===== config.mk =====
export PLATFORM = sky130hd
export DESIGN_NAME = bstk_dp
export DESIGN_NICKNAME = d
export VERILOG_FILES = /design/src/sv/bstk_pkg.sv /design/src/sv/bstk_dp.sv
export SDC_FILE = /design/constraint.sdc
export NUM_CORES = 2
export LEC_CHECK = 0
export BUFFER_PORTS_ARGS = -buffer_cell sky130_fd_sc_hd__buf_2
export CELL_PAD_IN_SITES_DETAIL_PLACEMENT = 0
export CELL_PAD_IN_SITES_GLOBAL_PLACEMENT = 1
export CORE_MARGIN = 2
export CORE_UTILIZATION = 35
export DETAILED_ROUTE_END_ITERATION = 6
export PLACE_DENSITY_LB_ADDON = 0.08
export RECOVER_POWER = 100
export SLEW_MARGIN = 25
export SYNTH_ARGS = -nofsm -noshare
export SYNTH_HDL_FRONTEND = slang
export SYNTH_SLANG_ARGS = --single-unit
export TNS_END_PERCENT = 5

===== constraint.sdc =====
create_clock -name clk -period 5 [get_ports clk]
set_input_delay 1 -clock clk [delete_from_list [all_inputs] [get_ports clk]]
set_output_delay 1 -clock clk [all_outputs]
set_load 0.02 [all_outputs]

===== src/sv/bstk_pkg.sv =====
// bstk_pkg: shared types and constants for the bounded stack with search
// no dependencies
package bstk_pkg;

  localparam int DEPTH  = 64;
  localparam int ADDR_W = $clog2(DEPTH);
  localparam int CNT_W  = 7;
  localparam int DATA_W = 32;

  typedef enum logic [1:0] {
    CMD_PUSH   = 2'd0,
    CMD_POP    = 2'd1,
    CMD_PEEK   = 2'd2,
    CMD_SEARCH = 2'd3
  } cmd_t;

  typedef enum logic [1:0] {
    ST_OK        = 2'd0,
    ST_OVERFLOW  = 2'd1,
    ST_UNDERFLOW = 2'd2,
    ST_NOT_FOUND = 2'd3
  } status_t;

  typedef enum logic [2:0] {
    S_IDLE,
    S_DECODE,
    S_SCAN,
    S_FINISH
  } state_t;

  typedef struct packed {
    logic load;
    logic rd_top;
    logic scan_start;
    logic scan_en;
    logic finish;
  } ctrl_cmd_t;

  typedef struct packed {
    cmd_t cmd;
    logic empty;
    logic scan_hit;
    logic scan_miss;
    logic out_free;
  } dp_stat_t;

endpackage


===== src/sv/bstk_dp.sv =====
// bstk_dp: entry memory, count and capacity registers, scan pipeline, result register
// depends on bstk_pkg
module bstk_dp import bstk_pkg::*; (
  input  logic                     clk,
  input  logic                     rst,
  input  ctrl_cmd_t                ctl,
  output dp_stat_t                 stat,
  input  logic [1:0]               in_command,
  input  logic signed [DATA_W-1:0] in_value,
  input  logic                     cfg_wr_en,
  input  logic [CNT_W-1:0]         cfg_wr_data,
  output logic                     out_valid,
  input  logic                     out_ready,
  output logic [1:0]               out_status,
  output logic signed [DATA_W-1:0] out_data,
  output logic                     out_is_full,
  output logic                     out_is_empty,
  output logic [CNT_W-1:0]         out_count
);

  logic [DATA_W-1:0] mem [DEPTH];

  cmd_t              cmd;
  logic [DATA_W-1:0] key;
  logic [CNT_W-1:0]  count, count_next;
  logic [CNT_W-1:0]  capacity;
  logic [CNT_W-1:0]  eff_cap;
  logic [CNT_W-1:0]  idx;
  logic [ADDR_W-1:0] cmp_idx;
  logic              cmp_valid;
  logic              found;
  logic [ADDR_W-1:0] found_idx;
  logic [DATA_W-1:0] rdata;
  logic              rd_en;
  logic [ADDR_W-1:0] rd_addr;
  logic              wr_en;
  logic              full_now;
  logic              issue;
  status_t           res_status;
  logic [DATA_W-1:0] res_data;

  assign eff_cap  = (capacity > CNT_W'(DEPTH)) ? CNT_W'(DEPTH) : capacity;
  assign full_now = (count >= eff_cap);
  assign issue    = ctl.scan_en && (idx < count);

  assign rd_en   = ctl.rd_top || issue;
  assign rd_addr = ctl.rd_top ? ADDR_W'(count - CNT_W'(1)) : idx[ADDR_W-1:0];

  assign stat.cmd       = cmd;
  assign stat.empty     = (count == '0);
  assign stat.scan_hit  = cmp_valid && (rdata == key);
  assign stat.scan_miss = cmp_valid && (rdata != key) &&
                          (CNT_W'(cmp_idx) == count - CNT_W'(1));
  assign stat.out_free  = !out_valid || out_ready;

  always_comb begin
    res_status = ST_OK;
    res_data   = '0;
    count_next = count;
    wr_en      = 1'b0;
    case (cmd)
      CMD_PUSH: begin
        if (full_now) begin
          res_status = ST_OVERFLOW;
        end else begin
          wr_en      = 1'b1;
          count_next = count + CNT_W'(1);
        end
      end
      CMD_POP: begin
        if (count == '0) begin
          res_status = ST_UNDERFLOW;
        end else begin
          res_data   = rdata;
          count_next = count - CNT_W'(1);
        end
      end
      CMD_PEEK: begin
        if (count == '0) begin
          res_status = ST_UNDERFLOW;
        end else begin
          res_data = rdata;
        end
      end
      default: begin
        if (found) begin
          res_data = DATA_W'(found_idx);
        end else begin
          res_status = ST_NOT_FOUND;
        end
      end
    endcase
  end

  always_ff @(posedge clk) begin
    if (ctl.finish && wr_en) begin
      mem[count[ADDR_W-1:0]] <= key;
    end
    if (rd_en) begin
      rdata <= mem[rd_addr];
    end
  end

  always_ff @(posedge clk) begin
    if (ctl.load) begin
      cmd <= cmd_t'(in_command);
      key <= in_value;
    end
    if (ctl.scan_start) begin
      idx <= '0;
    end else if (issue) begin
      idx     <= idx + CNT_W'(1);
      cmp_idx <= idx[ADDR_W-1:0];
    end
    if (ctl.scan_en && stat.scan_hit) begin
      found_idx <= cmp_idx;
    end
    if (ctl.finish) begin
      out_status   <= res_status;
      out_data     <= res_data;
      out_is_full  <= (count_next >= eff_cap);
      out_is_empty <= (count_next == '0);
      out_count    <= count_next;
    end
  end

  always_ff @(posedge clk) begin
    if (rst) begin
      count     <= '0;
      capacity  <= CNT_W'(DEPTH);
      cmp_valid <= 1'b0;
      found     <= 1'b0;
      out_valid <= 1'b0;
    end else begin
      if (cfg_wr_en) begin
        capacity <= cfg_wr_data;
      end
      if (ctl.finish) begin
        count <= count_next;
      end
      if (ctl.load) begin
        found <= 1'b0;
      end else if (ctl.scan_en && stat.scan_hit) begin
        found <= 1'b1;
      end
      if (ctl.scan_start) begin
        cmp_valid <= 1'b0;
      end else if (ctl.scan_en) begin
        cmp_valid <= issue;
      end
      if (ctl.finish) begin
        out_valid <= 1'b1;
      end else if (out_ready) begin
        out_valid <= 1'b0;
      end
    end
  end

endmodule


==> impl_metrics.ini <==
[outcome]
status = finished, violations left
violations = capacitance limit, slew limit

[logic_synthesis]
yosysTopAreaCellShare_pct = 76.4
synth_nets = 3832
synth_edf_count = 2169
ys_async_sr_fraction_pct = 0
synthFlopType = edfxtp_1
yosys.area.top_type = edfxtp_1
ys_warn_count = 0
synth_area_per_cell_um2 = 22.7
yosysUniqueCellTypes = 57
synthesis.area_um2 = 85200
yosys_register_bits = 2193
synthCells = 3757
yosys-top-cells-area = edfxtp_1 76%, mux4_2 14%, mux2i_1 5.8%, dfxtp_1 0.56%, nor2_1 0.43%
ys_seq_area_share_pct = 77.0

[global_route]
grt-ovfl-total = 0
grt_pass1_vias = 41700
antenna_found_initial = 10
grt_pass1_wl_mm = 356
grt_usage_pct = 20.9
grt_max_degree = 65

[placed_design]
io_buffers = 99
dp.cells = 7170
place_ws_ns = -0.0340
gp_congestion = 0.767
hpwl_mm = 155
dpl_cell_area_um2 = 92500

[die]
core-area_um2 = 243000
fp.dieArea_um2 = 247000
row_count = 181
io_pins = 100
die_h_um = 497
start_util_pct = 35.1
fp.dieW_um = 497

[critical_path]
cp_max_fo = 14
worstSetupPathType = flip-flop to flip-flop
setup.worst_path.end_class = flip-flop
arrival_ns = 5.49
cpPeakStageDelay_ns = 1.37
crit_buf_inv = 4
crit_top_cell = mux2i_1
rrSetupSlack_ns = 0.12
cp-start-kind = flip-flop
crit_required_ns = 5.61
crit_slowest_cell = a21oi_2
crit_family = buffers and inverters
worstPathCellList = clkbuf_1, nor3_1, xnor2_1, a21oi_2, buf_4, buf_4, clkbuf_2, mux2i_1, mux2i_1, mux2i_1

[finish]
post-route-util_pct = 40.9
layout_commonest_cell = edfxtp_1
area_delta_synth_final_pct = 16.4
fillCellCount = 21300
final_cell_count_no_fill = 7617
drive_gt1_share_pct = 26.5
fin_area_um2 = 99200
mostFrequentLayoutCells = 2,169 x edfxtp_1, 512 x mux4_2, 490 x mux2i_1
final_net_count = 4281

[detailed_routing]
drtIter0Drc = 3926
routedWlPerCell_um = 34.1
vias_per_cell = 5.30
maxUsedRoutingLayer = met4
dr_wl_met3_mm = 13.8
dr_total_vias = 40400
drc = 0
wl_mm = 260
wl_met1_mm = 118
wl_met2_mm = 124
drtAntennaViolNets = 0
first_pass_iters = 5

[timing]
post-route-min-period_ns = 4.88
rsz0062_at_grt = no
finalHoldViolCount = 0
final.period_utilization_pct = 97.7
fmax_ghz = 0.205
worst_slack_ns = 0.115
fin_skew_ns = 0.0613
slew_viol_final = 2007
slew_headroom_pct = -154
worst-slew-pin-transition_ns = 3.80
setup_viol = 0

[clock_network]
cts_root_buf = clkbuf_16
h-tree-depth = 4
clk_pin_slew_ns = 0.06
clockBufferDepth = 3
post_cts_buffers = 0
clkLatencyLatePin_ns = 0.89
numCtsBuffers = 235
holdBufCountCts = 0
cts_tree = built
clock_sinks = 2193
cts-resized-gates = 0

[power_and_ir_drop]
power.share.clock_pct = 38.3
power_frac_seq_pct = 48.0
switchingPower_mw = 11.4
ir_drop_uv = 310
p_int_mw = 32.7
powerDensity_nw_per_um2 = 444
p_comb_share_pct = 13.7
power.leakage_nw = 32.2
switching_share_pct = 25.8

[worst_hold_path]
hold_path_class = primary input to flip-flop

[flow_run]
max_cap_viol_count = 43
==> worst paths after layout <==
check                                            from                endpoint  cells past startpoint
worst max-delay path            count[2]$_SDFFE_PP0P_     rdata[21]$_DFFE_PP_                     10
worst min-delay path                     in_value[31]       key[31]$_DFFE_PP_                      1
worst max register to register  count[2]$_SDFFE_PP0P_     rdata[21]$_DFFE_PP_                     10
worst min register to register   cmp_idx[4]$_DFFE_PP_  found_idx[4]$_DFFE_PP_                      0
==> metal layers <==
layer / global-route usage (%) / up-vias
met3: 3.45 / 261
met4: 4.34 / 0
li1: - / 16700
met2: 33.4 / 1052
met5: 0 / -
met1: 30.0 / 22300
==> metrics by stage <==
stage / hold WS, ns / total power [mW] / TNS (ns)
6_report: 0.306 / 44.1 / 0
4_1_cts: 0.219 / 44.7 / 0
5_1_grt: 0.242 / 45.6 / 0
3_3_place_gp: 0.460 / 27.8 / -0.0877
3_5_place_dp: 0.460 / 27.8 / -0.0340
2_1_floorplan: 0.448 / 24.7 / 0
==> flip-flops by register name, indices dropped and copies added (netlist names), 2 cells and up <==
name        cells
capacity        7
cmd             2
cmp_idx         6
count           7
found_idx       6
idx             7
key            32
mem          2048
out_count       7
out_data       32
out_status      2
rdata          32
==> cell usage after synthesis (6+ instances only) <==
library cell / count
a21oi_1: 12
a22o_1: 6
and2_1: 27
buf_1: 49
buf_2: 65
clkbuf_1: 72
dfxtp_1: 24
edfxtp_1: 2169
ha_1: 25
inv_1: 16
mux2i_1: 492
mux4_2: 512
nand2_1: 24
nand2b_1: 12
nand3_1: 17
nor2_1: 98
nor3_1: 7
nor4_1: 9
o21ai_0: 8
or3_1: 6
xnor2_1: 11
xor2_1: 35
==> worst reg2reg max path: stages, from the launching register on <==
cell and delay (ns):
dfxtp_1 0.31, clkbuf_1 0.33, nor3_1 0.56, xnor2_1 0.30, a21oi_2 1.38, buf_4 0.52, buf_4 0.24, clkbuf_2 0.45
mux2i_1 0.16, mux2i_1 0.28, mux2i_1 0.12
==> layout make-up <==
cell class                      count  area [um^2]  area share, %
Multi-Input combinational cell   1361        19100           19.3
Inverter                           16         60.1         0.0606
Antenna cell                       11         27.5         0.0278
Clock inverter                    142         1340           1.36
Sequential cell                  2193        65600           66.2
Timing Repair Buffer              399         2890           2.91
Clock buffer                      293         6100           6.15
Tap cell                         3202         4010           4.04
==> logic make-up (layout without fill, tap and decap cells) <==
logic type	count (synthesis)	count (layout)	synth area share [%]
other	0	11	0
buffers and inverters	203	850	0.999
flip-flops	2193	2193	77.0
AND/OR/NAND/NOR	220	220	1.27
adder cells (fa/ha/maj)	25	25	0.367
XOR/XNOR	46	46	0.473
AO/OA/AOI/OAI	66	66	0.579
multiplexers	1004	1004	19.3
==> power by group through the flow <==
stage | registers, mW | logic (mW) | clock network (mW)
5_1_grt | 21.1 | 6.48 | 18.0
3_3_place_gp | 21.5 | 6.29 | 0
4_1_cts | 21.1 | 6.30 | 17.3
6_report | 21.1 | 6.06 | 16.9
3_5_place_dp | 21.5 | 6.29 | 0
2_1_floorplan | 21.3 | 3.41 | 0
No activity file was read; power rests on OpenSTA's default activity.
