## src/sv/bstk_pkg.sv

```systemverilog
// bstk_pkg: shared types and constants for the bounded stack with search
// no dependencies
package bstk_pkg;

  localparam int DEPTH  = 64;
  localparam int ADDR_W = $clog2(DEPTH);
  localparam int CNT_W  = 7;
  localparam int DATA_W = 32;

  typedef enum logic [1:0] {
    CMD_PUSH   = 2'd0,
    CMD_POP    = 2'd1,
    CMD_PEEK   = 2'd2,
    CMD_SEARCH = 2'd3
  } cmd_t;

  typedef enum logic [1:0] {
    ST_OK        = 2'd0,
    ST_OVERFLOW  = 2'd1,
    ST_UNDERFLOW = 2'd2,
    ST_NOT_FOUND = 2'd3
  } status_t;

  typedef enum logic [2:0] {
    S_IDLE,
    S_DECODE,
    S_SCAN,
    S_FINISH
  } state_t;

  typedef struct packed {
    logic load;
    logic rd_top;
    logic scan_start;
    logic scan_en;
    logic finish;
  } ctrl_cmd_t;

  typedef struct packed {
    cmd_t cmd;
    logic empty;
    logic scan_hit;
    logic scan_miss;
    logic out_free;
  } dp_stat_t;

endpackage

```

## src/sv/bstk_ctrl.sv

```systemverilog
// bstk_ctrl: sequencing state machine for one request at a time
// depends on bstk_pkg
module bstk_ctrl import bstk_pkg::*; (
  input  logic      clk,
  input  logic      rst,
  input  logic      req_valid,
  output logic      req_ready,
  input  dp_stat_t  stat,
  output ctrl_cmd_t ctl
);

  state_t state, state_next;

  always_ff @(posedge clk) begin
    if (rst) begin
      state <= S_IDLE;
    end else begin
      state <= state_next;
    end
  end

  always_comb begin
    state_next = state;
    ctl        = '0;
    req_ready  = 1'b0;
    unique case (state)
      S_IDLE: begin
        req_ready = !rst;
        if (req_valid && !rst) begin
          ctl.load   = 1'b1;
          state_next = S_DECODE;
        end
      end
      S_DECODE: begin
        unique case (stat.cmd)
          CMD_POP, CMD_PEEK: begin
            ctl.rd_top = !stat.empty;
            state_next = S_FINISH;
          end
          CMD_SEARCH: begin
            if (stat.empty) begin
              state_next = S_FINISH;
            end else begin
              ctl.scan_start = 1'b1;
              state_next     = S_SCAN;
            end
          end
          default: begin
            state_next = S_FINISH;
          end
        endcase
      end
      S_SCAN: begin
        ctl.scan_en = 1'b1;
        if (stat.scan_hit || stat.scan_miss) begin
          state_next = S_FINISH;
        end
      end
      S_FINISH: begin
        if (stat.out_free) begin
          ctl.finish = 1'b1;
          state_next = S_IDLE;
        end
      end
      default: begin
        state_next = S_IDLE;
      end
    endcase
  end

endmodule

```

## config.mk

```make
export PLATFORM = sky130hd
export DESIGN_NAME = bstk_ctrl
export DESIGN_NICKNAME = d
export VERILOG_FILES = /design/src/sv/bstk_pkg.sv /design/src/sv/bstk_ctrl.sv
export SDC_FILE = /design/constraint.sdc
export NUM_CORES = 1
export LEC_CHECK = 0
export ABC_CLOCK_PERIOD_IN_PS = 2000
export BUFFER_PORTS_ARGS = -buffer_cell sky130_fd_sc_hd__buf_2
export CAP_MARGIN = 15
export CORE_AREA = 2 2 39 41
export DETAILED_ROUTE_END_ITERATION = 7
export DIE_AREA = 0 0 41 43
export PLACE_DENSITY = 0.4
export SLEW_MARGIN = 20
export SYNTH_ARGS = -nofsm -noshare
export SYNTH_HDL_FRONTEND = slang
export SYNTH_SLANG_ARGS = --single-unit
export TNS_END_PERCENT = 10
```

## constraint.sdc

```tcl
create_clock -name clk -period 2 [get_ports clk]
set_clock_uncertainty 0.1 [all_clocks]
set_input_delay 0.4 -clock clk [delete_from_list [all_inputs] [get_ports clk]]
set_output_delay 0.4 -clock clk [all_outputs]
set_load 0.05 [all_outputs]
```

==> run_summary.xml, run 1 <==
<?xml version="1.0" encoding="UTF-8"?>
<metrics>
  <group name="run_status">
    <metric name="outcome" unit="">finished clean</metric>
  </group>
  <group name="finish">
    <metric name="final_common_cell" unit="">buf_2</metric>
    <metric name="final_layout_size_suffix_gt1_share" unit="%">47.7</metric>
    <metric name="reg.largest.list" unit="">state: 2 flops</metric>
    <metric name="insertedDiodeCount" unit="">0</metric>
    <metric name="finalNonFillerCells" unit="">60</metric>
    <metric name="layout_common_cells" unit="">buf_2, ha_1, inv_1, nand2b_1, clkbuf_4</metric>
    <metric name="top_register" unit="">state</metric>
    <metric name="num-fill-cells" unit="">160</metric>
    <metric name="fin_nets" unit="">60</metric>
    <metric name="area_delta_synth_final" unit="%">51.6</metric>
    <metric name="largest_register_ffs" unit="">2</metric>
  </group>
  <group name="worst_setup_path">
    <metric name="largest_stage_delay_on_the_critical_path" unit="ns">0.34</metric>
    <metric name="endpoint_kind" unit="">output pin</metric>
    <metric name="crit_arrival" unit="ns">1.38</metric>
    <metric name="critPathRequiredTime" unit="ns">1.50</metric>
    <metric name="crit_path_start" unit="">state[0]</metric>
    <metric name="worstSetupPathDepth" unit="">5</metric>
    <metric name="critical_path.cell_chain" unit="">inv_1 -&gt; ha_1 -&gt; and2b_1 -&gt; and2_1 -&gt; clkbuf_4</metric>
    <metric name="critical_path_buf_inv_count" unit="">2</metric>
    <metric name="cpMaxStageDelayCell" unit="">dfxtp_2</metric>
    <metric name="reg2reg_depth" unit="">4</metric>
    <metric name="cp_top_family" unit="">flip-flops</metric>
    <metric name="crit_path_start_kind" unit="">register</metric>
    <metric name="setup.worst_path.class" unit="">register to output pin</metric>
    <metric name="timing.critical_path.fanout_max" unit="">4</metric>
    <metric name="timing.rr.start" unit="">state[0]</metric>
  </group>
  <group name="placed_design">
    <metric name="globalplace.congestion" unit="">0.625</metric>
    <metric name="preCtsSetupSlack" unit="ns">0.295</metric>
    <metric name="placedCellCount" unit="">57</metric>
    <metric name="dpl.hpwl" unit="um">428</metric>
    <metric name="port_buffers" unit="">14</metric>
  </group>
  <group name="timing">
    <metric name="tightest_slew" unit="ns">0.445</metric>
    <metric name="slew_viol_final" unit="">0</metric>
    <metric name="fin_crit_sh" unit="%">94.1</metric>
    <metric name="final.min_clock_period" unit="ns">1.88</metric>
    <metric name="max_clock_freq" unit="GHz">0.531</metric>
    <metric name="unrepaired_setup_endpoints_after_global_routing" unit="">false</metric>
    <metric name="timing.max_slew.rel_slack" unit="%">70.3</metric>
    <metric name="timing.final.hold_violations" unit="">0</metric>
    <metric name="setup_violating_endpoint_count_in_the_final_report" unit="">0</metric>
    <metric name="worst_slack" unit="ns">0.118</metric>
  </group>
  <group name="min_path">
    <metric name="hold_start" unit="">state[1]</metric>
    <metric name="worstHoldPathCells" unit="">2</metric>
    <metric name="hold_class" unit="">register to register</metric>
  </group>
  <group name="logic_synthesis">
    <metric name="synthesis.instances" unit="">27</metric>
    <metric name="synth_xor_area_share" unit="%">0</metric>
    <metric name="synth_mux_area_share" unit="%">4.21</metric>
    <metric name="syn_area" unit="um^2">238</metric>
    <metric name="yosysUniqueCellTypes" unit="">14</metric>
    <metric name="synth_fp_nets" unit="">41</metric>
    <metric name="synth_compound_gate_area_share" unit="%">15.3</metric>
    <metric name="synth-warning-count" unit="">0</metric>
    <metric name="synth_adder_area_share" unit="%">26.3</metric>
    <metric name="synth_seq_cells" unit="">2</metric>
    <metric name="synth_simple_gate_area_share" unit="%">31.1</metric>
    <metric name="main_combinational_cell_family_by_area_after_synthesis" unit="">simple AND/OR/NAND/NOR gates</metric>
    <metric name="synth_sequential_area_ratio" unit="%">16.8</metric>
    <metric name="post_synth.cell_area_avg" unit="um^2">8.80</metric>
  </group>
  <group name="pwr">
    <metric name="p_seq_share" unit="%">18.2</metric>
    <metric name="swShare" unit="%">48.9</metric>
    <metric name="pwr_density_cell" unit="nW/um^2">1210</metric>
    <metric name="p_leak" unit="uW">0.000187</metric>
    <metric name="power.clock.fraction" unit="%">20.4</metric>
    <metric name="switching_power" unit="uW">214</metric>
    <metric name="power_report.internal_total" unit="uW">223</metric>
    <metric name="ir_worst_vdd" unit="V">0.000406</metric>
    <metric name="comb_power_share" unit="%">61.5</metric>
  </group>
  <group name="clock_network">
    <metric name="clkLatencyLatePin" unit="ns">0.23</metric>
    <metric name="h-tree-depth" unit="">1</metric>
    <metric name="cts_tree" unit="">built</metric>
    <metric name="hold_buffers" unit="">0</metric>
    <metric name="cts_root_buf" unit="">clkbuf_4</metric>
    <metric name="total_clock_buffers_created_by_cts" unit="">3</metric>
    <metric name="cts_buffer_depth" unit="">2</metric>
    <metric name="cts_num_sinks" unit="">2</metric>
    <metric name="clk_pin_slew_worst_paths" unit="ns">0.03</metric>
  </group>
  <group name="route">
    <metric name="number_of_vias_in_the_routed_layout" unit="">246</metric>
    <metric name="detailedRoute.firstIterationViolations" unit="">4</metric>
    <metric name="final_antenna_net_count" unit="">0</metric>
    <metric name="vias_per_std_cell" unit="">4.10</metric>
    <metric name="drt_wl_total" unit="um">515</metric>
    <metric name="drc_errors" unit="">0</metric>
    <metric name="first_pass_iters" unit="">4</metric>
    <metric name="wl_cell" unit="um">8.58</metric>
  </group>
  <group name="floorplan">
    <metric name="core-area" unit="um^2">1380</metric>
    <metric name="die_width" unit="um">41</metric>
    <metric name="die_h" unit="um">43</metric>
    <metric name="i_o_pins" unit="">15</metric>
    <metric name="area_of_the_die" unit="um^2">1760</metric>
    <metric name="floorplan.initialDensity" unit="%">17.2</metric>
    <metric name="core.rowCount" unit="">14</metric>
  </group>
  <group name="grt">
    <metric name="grt_pass1_vias" unit="">217</metric>
    <metric name="globalRouteOverflowTotal" unit="">0</metric>
    <metric name="antenna_found_initial" unit="">0</metric>
    <metric name="gr-usage-all-layers" unit="%">7.72</metric>
    <metric name="maximum_number_of_pins_on_one_net_before_global_route_repair" unit="">7</metric>
    <metric name="grt_first_pass_wirelength" unit="um">800</metric>
  </group>
  <group name="job">
    <metric name="cap_violations" unit="">0</metric>
  </group>
</metrics>
-- through the flow --
step	util [%]	power (uW)	instance area, um^2	hold WS (ns)	TNS, ns
floorplan	-	289	243	0.381	-0.000786
finish	26.0	438	360	0.395	0
global placement	24.1	350	333	0.422	0
CTS	25.7	442	355	0.409	0
detailed placement	24.1	345	333	0.417	0
global route	26.0	483	360	0.412	0
-- synthesized netlist by cell type, drive strengths merged --
cell type / count / area share (%)
o32ai: 1 / 3.7
nor2: 2 / 3.2
ha: 5 / 26
and2: 2 / 5.3
nand2b: 5 / 16
and2b: 1 / 3.2
a221o: 1 / 4.2
a222oi: 1 / 4.2
dfxtp: 2 / 17
a211oi: 1 / 3.2
inv: 4 / 6.3
nor3b: 1 / 3.2
mux2i: 1 / 4.2
-- kinds of logic after synthesis --
kind of cell,Yosys count
simple gates,11
fa+ha+maj,5
compound gates,4
buf+inv,4
flops,2
mux,1
-- power by group through the flow --
| stage | Sequential [uW] | Clock (uW) | Combinational, uW |
|---|---|---|---|
| detailed placement | 76.1 | 0 | 269 |
| finish | 79.5 | 89.1 | 269 |
| global placement | 76.6 | 0 | 273 |
| CTS | 75.6 | 96.8 | 270 |
| global route | 82.0 | 103 | 298 |
| floorplan | 71.4 | 0 | 218 |
-- area by class of cell --
type	count	area [um^2]	area share, %
multi-input combinational	21	188	52.1
clock buffer	3	22.5	6.25
timing repair buffer	14	72.6	20.1
inverter	4	15.0	4.17
sequential	2	42.5	11.8
tap	16	20.0	5.56
-- timing repair --
action                     in CTS  in global routing
setup endpoints to repair       0                  1
setup buffers                   0                  0
gates resized for setup         0                  3
-- layer usage --
layer	vias up	GRT usage (%)	share of wire (%)
li1	128	-	-
met1	106	6.07	43
met2	10	10.6	46
met3	2	4.71	9.7
met4	0	10.0	1.6
met5	-	0	0
-- worst paths after layout --
check                   to  slack, ns
setup reg to reg  state[1]       0.51
hold reg to reg   state[1]       0.40
setup / recovery    ctl[4]       0.12
hold / removal    state[1]       0.40
-- worst min-delay path, cell delays in order, from the launching register on --
cell and delay, ns:
dfxtp_2 0.33, nand2b_1 0.07, mux2i_1 0.05
(Power assumes the default switching activity.)
==> run 2, diff against run 1 <==
==> constraint.sdc (replaced) <==
create_clock -name clk -period 2 [get_ports clk]
set_clock_uncertainty 0.1 [all_clocks]
set_input_delay 0.5 -clock clk [delete_from_list [all_inputs] [get_ports clk]]
set_output_delay 0.5 -clock clk [all_outputs]
set_load 0.05 [all_outputs]
==> run_summary.xml, run 2 (synthesis results as in run 1) <==
<?xml version="1.0" encoding="UTF-8"?>
<metrics>
  <group name="run_status">
    <metric name="outcome" unit="">finished clean</metric>
  </group>
  <group name="grt">
    <metric name="globalRouteOverflowTotal" unit="">0</metric>
    <metric name="grt_pass1_vias" unit="">249</metric>
    <metric name="antenna_found_initial" unit="">0</metric>
    <metric name="gr-usage-all-layers" unit="%">8.02</metric>
    <metric name="grt_first_pass_wirelength" unit="um">890</metric>
    <metric name="maximum_number_of_pins_on_one_net_before_global_route_repair" unit="">7</metric>
  </group>
  <group name="route">
    <metric name="first_pass_iters" unit="">4</metric>
    <metric name="drc_errors" unit="">0</metric>
    <metric name="final_antenna_net_count" unit="">0</metric>
    <metric name="vias_per_std_cell" unit="">4.03</metric>
    <metric name="drt_wl_total" unit="um">542</metric>
    <metric name="wl_cell" unit="um">8.74</metric>
    <metric name="detailedRoute.firstIterationViolations" unit="">3</metric>
    <metric name="number_of_vias_in_the_routed_layout" unit="">250</metric>
  </group>
  <group name="clock_network">
    <metric name="total_clock_buffers_created_by_cts" unit="">3</metric>
    <metric name="cts_num_sinks" unit="">2</metric>
    <metric name="hold_buffers" unit="">0</metric>
    <metric name="cts_tree" unit="">built</metric>
    <metric name="cts.repair_timing.setup_buffer_count" unit="">0</metric>
    <metric name="cts_buffer_depth" unit="">2</metric>
    <metric name="cts_root_buf" unit="">clkbuf_4</metric>
    <metric name="h-tree-depth" unit="">1</metric>
    <metric name="clkLatencyLatePin" unit="ns">0.22</metric>
    <metric name="clk_pin_slew_worst_paths" unit="ns">0.03</metric>
  </group>
  <group name="finish">
    <metric name="reg.largest.list" unit="">state: 2 flops</metric>
    <metric name="top_register" unit="">state</metric>
    <metric name="area_delta_synth_final" unit="%">60.0</metric>
    <metric name="final_common_cell" unit="">buf_2</metric>
    <metric name="final_layout_size_suffix_gt1_share" unit="%">50.0</metric>
    <metric name="final_area" unit="um^2">380</metric>
    <metric name="insertedDiodeCount" unit="">0</metric>
    <metric name="layout_common_cells" unit="">buf_2, inv_1, nand2b_1, ha_1, clkbuf_4</metric>
    <metric name="fin_nets" unit="">62</metric>
    <metric name="largest_register_ffs" unit="">2</metric>
  </group>
  <group name="timing">
    <metric name="slew_viol_final" unit="">0</metric>
    <metric name="fin_crit_sh" unit="%">95.7</metric>
    <metric name="unrepaired_setup_endpoints_after_global_routing" unit="">false</metric>
    <metric name="final.min_clock_period" unit="ns">1.91</metric>
    <metric name="timing.final.hold_violations" unit="">0</metric>
    <metric name="max_clock_freq" unit="GHz">0.522</metric>
    <metric name="setup_violating_endpoint_count_in_the_final_report" unit="">0</metric>
    <metric name="timing.max_slew.rel_slack" unit="%">70.9</metric>
    <metric name="tightest_slew" unit="ns">0.437</metric>
  </group>
  <group name="job">
    <metric name="cap_violations" unit="">0</metric>
  </group>
  <group name="floorplan">
    <metric name="die_width" unit="um">41</metric>
    <metric name="die_h" unit="um">43</metric>
    <metric name="area_of_the_die" unit="um^2">1760</metric>
    <metric name="floorplan.initialDensity" unit="%">17.2</metric>
    <metric name="core.rowCount" unit="">14</metric>
    <metric name="i_o_pins" unit="">15</metric>
    <metric name="core-area" unit="um^2">1380</metric>
  </group>
  <group name="worst_setup_path">
    <metric name="endpoint_kind" unit="">output pin</metric>
    <metric name="crit_arrival" unit="ns">1.31</metric>
    <metric name="timing.critical_path.fanout_max" unit="">4</metric>
    <metric name="setup.worst_path.class" unit="">register to output pin</metric>
    <metric name="crit_path_start_kind" unit="">register</metric>
    <metric name="critPathRequiredTime" unit="ns">1.40</metric>
  </group>
  <group name="pwr">
    <metric name="p_seq_share" unit="%">13.9</metric>
    <metric name="swShare" unit="%">47.3</metric>
    <metric name="ir_worst_vdd" unit="V">0.000397</metric>
    <metric name="p_leak" unit="uW">0.000198</metric>
    <metric name="power_report.internal_total" unit="uW">247</metric>
    <metric name="switching_power" unit="uW">221</metric>
    <metric name="total_power" unit="uW">468</metric>
    <metric name="comb_power_share" unit="%">67.3</metric>
    <metric name="power.clock.fraction" unit="%">18.9</metric>
    <metric name="pwr_density_cell" unit="nW/um^2">1230</metric>
  </group>
  <group name="placed_design">
    <metric name="dpl-instance-area" unit="um^2">349</metric>
    <metric name="dpl.hpwl" unit="um">453</metric>
    <metric name="globalplace.congestion" unit="">0.665</metric>
    <metric name="port_buffers" unit="">14</metric>
  </group>
  <group name="min_path">
    <metric name="hold_class" unit="">register to register</metric>
  </group>
</metrics>
run 2: cell types whose count changed in the layout (fill, tap and decap cells not counted):
cell	change
and2_1	-1
and2_2	+1
buf_4	+2
buf_6	+1
clkbuf_4	-1
dfxtp_1	+2
dfxtp_2	-2
ha_1	-1
ha_2	+1
run 2: path summary, 6_finish.rpt:
check,slack [ns],start,cells after the start,endpoint
min reg2reg,0.50,state[1],3,state[1]
min,0.50,state[1],3,state[1]
max reg2reg,0.50,state[1],4,state[1]
max,0.09,state[0],5,ctl[4]
run 2: power groups by stage:
stage	clock [uW]	combinational (uW)	sequential, uW
after detailed placement	0	309	65.6
after CTS	95.8	312	65.0
final	88.3	315	64.9
after global placement	0	307	65.6
after floorplan	0	219	71.4
after global routing	97.5	348	66.3
run 2: layout make-up:
class | count | area, um^2
multi-input cells | 21 | 191
well taps | 16 | 20.0
clock buffers | 3 | 22.5
repair buffers | 16 | 91.3
flip-flops and latches | 2 | 40.0
fillers | 161 | 1000
inverters | 4 | 15.0
run 2: critical path, cell delays in order (launching register included):
cell	delay, ns
dfxtp_1	0.32
inv_1	0.06
ha_2	0.20
and2b_1	0.17
and2_2	0.19
buf_6	0.15
run 2: stage by stage:
stage	instances	hold slack (ns)	setup TNS, ns	worst slack (ns)	util, %
after floorplan	27	0.381	-0.00244	-0.00244	-
after global placement	59	0.513	0	0.153	25.2
after detailed placement	59	0.505	0	0.140	25.2
after CTS	62	0.509	0	0.00579	27.0
after global routing	62	0.530	0	0.0194	27.5
final	62	0.501	0	0.0858	27.5
run 2: routing by layer:
layer  global-route usage, %  up-vias  wire, um
met4                    8.00        0         0
met5                       0        -         0
met2                    11.3        8       279
met3                    4.71        0        40
li1                        -      132         -
met1                    7.35      110       222
run 2: what timing repair did:
action,in CTS,in global routing
resized for setup,1,2
cloned,0,0
setup endpoints to repair,1,1
==> run 3, diff against run 2 <==
BUFFER_PORTS_ARGS = -buffer_cell sky130_fd_sc_hd__buf_4   (was -buffer_cell sky130_fd_sc_hd__buf_2)
==> run_summary.xml, run 3 (synthesis results as in run 1) <==
<?xml version="1.0" encoding="UTF-8"?>
<metrics>
  <group name="floorplan">
    <metric name="core-area" unit="um^2">1380</metric>
    <metric name="die_width" unit="um">41</metric>
    <metric name="i_o_pins" unit="">15</metric>
    <metric name="die_h" unit="um">43</metric>
    <metric name="core.rowCount" unit="">14</metric>
    <metric name="area_of_the_die" unit="um^2">1760</metric>
    <metric name="floorplan.initialDensity" unit="%">17.2</metric>
  </group>
  <group name="pwr">
    <metric name="p_leak" unit="uW">0.000195</metric>
    <metric name="ir_worst_vdd" unit="V">0.000408</metric>
    <metric name="pwr_density_cell" unit="nW/um^2">1160</metric>
    <metric name="total_power" unit="uW">464</metric>
  </group>
  <group name="route">
    <metric name="first_pass_iters" unit="">4</metric>
    <metric name="drt_wl_total" unit="um">556</metric>
    <metric name="vias_per_std_cell" unit="">4.03</metric>
    <metric name="number_of_vias_in_the_routed_layout" unit="">242</metric>
    <metric name="detailedRoute.firstIterationViolations" unit="">4</metric>
    <metric name="drc_errors" unit="">0</metric>
    <metric name="final_antenna_net_count" unit="">0</metric>
    <metric name="wl_cell" unit="um">9.27</metric>
  </group>
  <group name="placed_design">
    <metric name="port_buffers" unit="">14</metric>
    <metric name="placedCellCount" unit="">57</metric>
    <metric name="preCtsSetupSlack" unit="ns">0.173</metric>
    <metric name="globalplace.congestion" unit="">0.639</metric>
    <metric name="dpl.hpwl" unit="um">456</metric>
  </group>
  <group name="timing">
    <metric name="slew_viol_final" unit="">0</metric>
    <metric name="timing.max_slew.rel_slack" unit="%">71.0</metric>
    <metric name="timing.final.hold_violations" unit="">0</metric>
    <metric name="fin_crit_sh" unit="%">96.2</metric>
    <metric name="tightest_slew" unit="ns">0.436</metric>
    <metric name="unrepaired_setup_endpoints_after_global_routing" unit="">false</metric>
    <metric name="hold_slack" unit="ns">0.396</metric>
    <metric name="final.min_clock_period" unit="ns">1.92</metric>
    <metric name="setup_violating_endpoint_count_in_the_final_report" unit="">0</metric>
    <metric name="max_clock_freq" unit="GHz">0.520</metric>
    <metric name="worst_slack" unit="ns">0.0767</metric>
  </group>
  <group name="clock_network">
    <metric name="cts_root_buf" unit="">clkbuf_4</metric>
    <metric name="clkLatencyLatePin" unit="ns">0.22</metric>
    <metric name="h-tree-depth" unit="">1</metric>
    <metric name="clk_pin_slew_worst_paths" unit="ns">0.03</metric>
    <metric name="total_clock_buffers_created_by_cts" unit="">3</metric>
    <metric name="cts_num_sinks" unit="">2</metric>
    <metric name="cts_buffer_depth" unit="">2</metric>
    <metric name="cts_tree" unit="">built</metric>
  </group>
  <group name="grt">
    <metric name="grt.busiest_layer" unit="">met2</metric>
    <metric name="maximum_number_of_pins_on_one_net_before_global_route_repair" unit="">7</metric>
    <metric name="met2_usage_grt" unit="%">10.9</metric>
    <metric name="grtUsageMet3" unit="%">3.14</metric>
    <metric name="grt.met1_usage" unit="%">8.28</metric>
    <metric name="grt_first_pass_wirelength" unit="um">897</metric>
    <metric name="globalRouteOverflowTotal" unit="">0</metric>
    <metric name="grt_pass1_vias" unit="">240</metric>
    <metric name="gr-usage-all-layers" unit="%">7.91</metric>
    <metric name="antenna_found_initial" unit="">0</metric>
  </group>
  <group name="finish">
    <metric name="finalNonFillerCells" unit="">60</metric>
    <metric name="utilization" unit="%">28.9</metric>
    <metric name="reg.largest.list" unit="">state: 2 flops</metric>
    <metric name="layout_common_cells" unit="">buf_4, inv_1, nand2b_1, ha_1, clkbuf_4</metric>
    <metric name="top_register" unit="">state</metric>
    <metric name="largest_register_ffs" unit="">2</metric>
    <metric name="fin_nets" unit="">60</metric>
    <metric name="final_common_cell" unit="">buf_4</metric>
    <metric name="final_layout_size_suffix_gt1_share" unit="%">52.3</metric>
    <metric name="area_delta_synth_final" unit="%">68.4</metric>
    <metric name="insertedDiodeCount" unit="">0</metric>
    <metric name="num-fill-cells" unit="">150</metric>
  </group>
  <group name="worst_setup_path">
    <metric name="critical_path.cell_chain" unit="">inv_1 -&gt; ha_2 -&gt; and2b_1 -&gt; and2_2 -&gt; buf_6</metric>
    <metric name="cpMaxStageDelayCell" unit="">dfxtp_2</metric>
    <metric name="endpoint_kind" unit="">output pin</metric>
    <metric name="crit_path_start_kind" unit="">register</metric>
    <metric name="critPathRequiredTime" unit="ns">1.40</metric>
    <metric name="largest_stage_delay_on_the_critical_path" unit="ns">0.34</metric>
    <metric name="crit_arrival" unit="ns">1.32</metric>
    <metric name="timing.critical_path.fanout_max" unit="">4</metric>
    <metric name="setup.worst_path.class" unit="">register to output pin</metric>
  </group>
  <group name="run_status">
    <metric name="outcome" unit="">finished clean</metric>
  </group>
  <group name="min_path">
    <metric name="hold_class" unit="">register to register</metric>
  </group>
  <group name="job">
    <metric name="cap_violations" unit="">0</metric>
  </group>
</metrics>
-- run 3: cell types whose count changed in the layout (fill, tap and decap cells not counted) --
cell / previous run / this run
buf_2: 13 / 0
buf_4: 2 / 13
dfxtp_1: 2 / 0
dfxtp_2: 0 / 2
-- run 3: final cells by class --
cell class	instances	area (um^2)	area share (%)
repair buffers	14	109	27.2
flip-flops and latches	2	42.5	10.6
inverters	4	15.0	3.75
multi-input cells	21	191	47.8
clock buffers	3	22.5	5.62
well taps	16	20.0	5.00
-- run 3: metal layers --
layer	vias to the layer above	wire length, um
li1	127	-
met1	107	228
met2	8	278
met3	0	49
met4	0	0
met5	-	0
-- run 3: critical path: cells and delay by family (launching register included) --
family	cells	cell delay [ns]
AND/OR/NAND/NOR	2	0.35
flip-flops	1	0.34
buffers and inverters	2	0.21
adder cells (fa/ha/maj)	1	0.20
-- run 3: repair_timing --
| action | in CTS | in global routing |
|---|---|---|
| pin swaps | 0 | 0 |
| buffers inserted | 0 | 0 |
| endpoints found under the setup margin | 1 | 1 |
| hold buffers | 0 | 0 |
| gates resized for setup | 3 | 1 |
| cloned | 0 | 0 |
-- run 3: worst paths after layout --
kind / cells after the start / slack, ns / end / start
worst max-delay path: 5 / 0.08 / ctl[4] / state[0]
worst min-delay path: 2 / 0.40 / state[1] / state[1]
worst max register to register: 4 / 0.50 / state[1] / state[0]
worst min register to register: 2 / 0.40 / state[1] / state[1]
-- run 3: stage by stage --
step	TNS [ns]	instance area, um^2
5_1_grt	0	400
2_1_floorplan	-0.00244	244
3_5_place_dp	0	369
6_report	0	400
3_3_place_gp	0	369
4_1_cts	0	397
-- run 3: where the power goes --
| part | internal [uW] | total, uW | switching (uW) |
|---|---|---|---|
| sequential | 61.3 | 79.5 | 18.1 |
| clock | 66.1 | 88.0 | 21.9 |
| combinational | 121 | 297 | 176 |
| total | 248 | 464 | 216 |
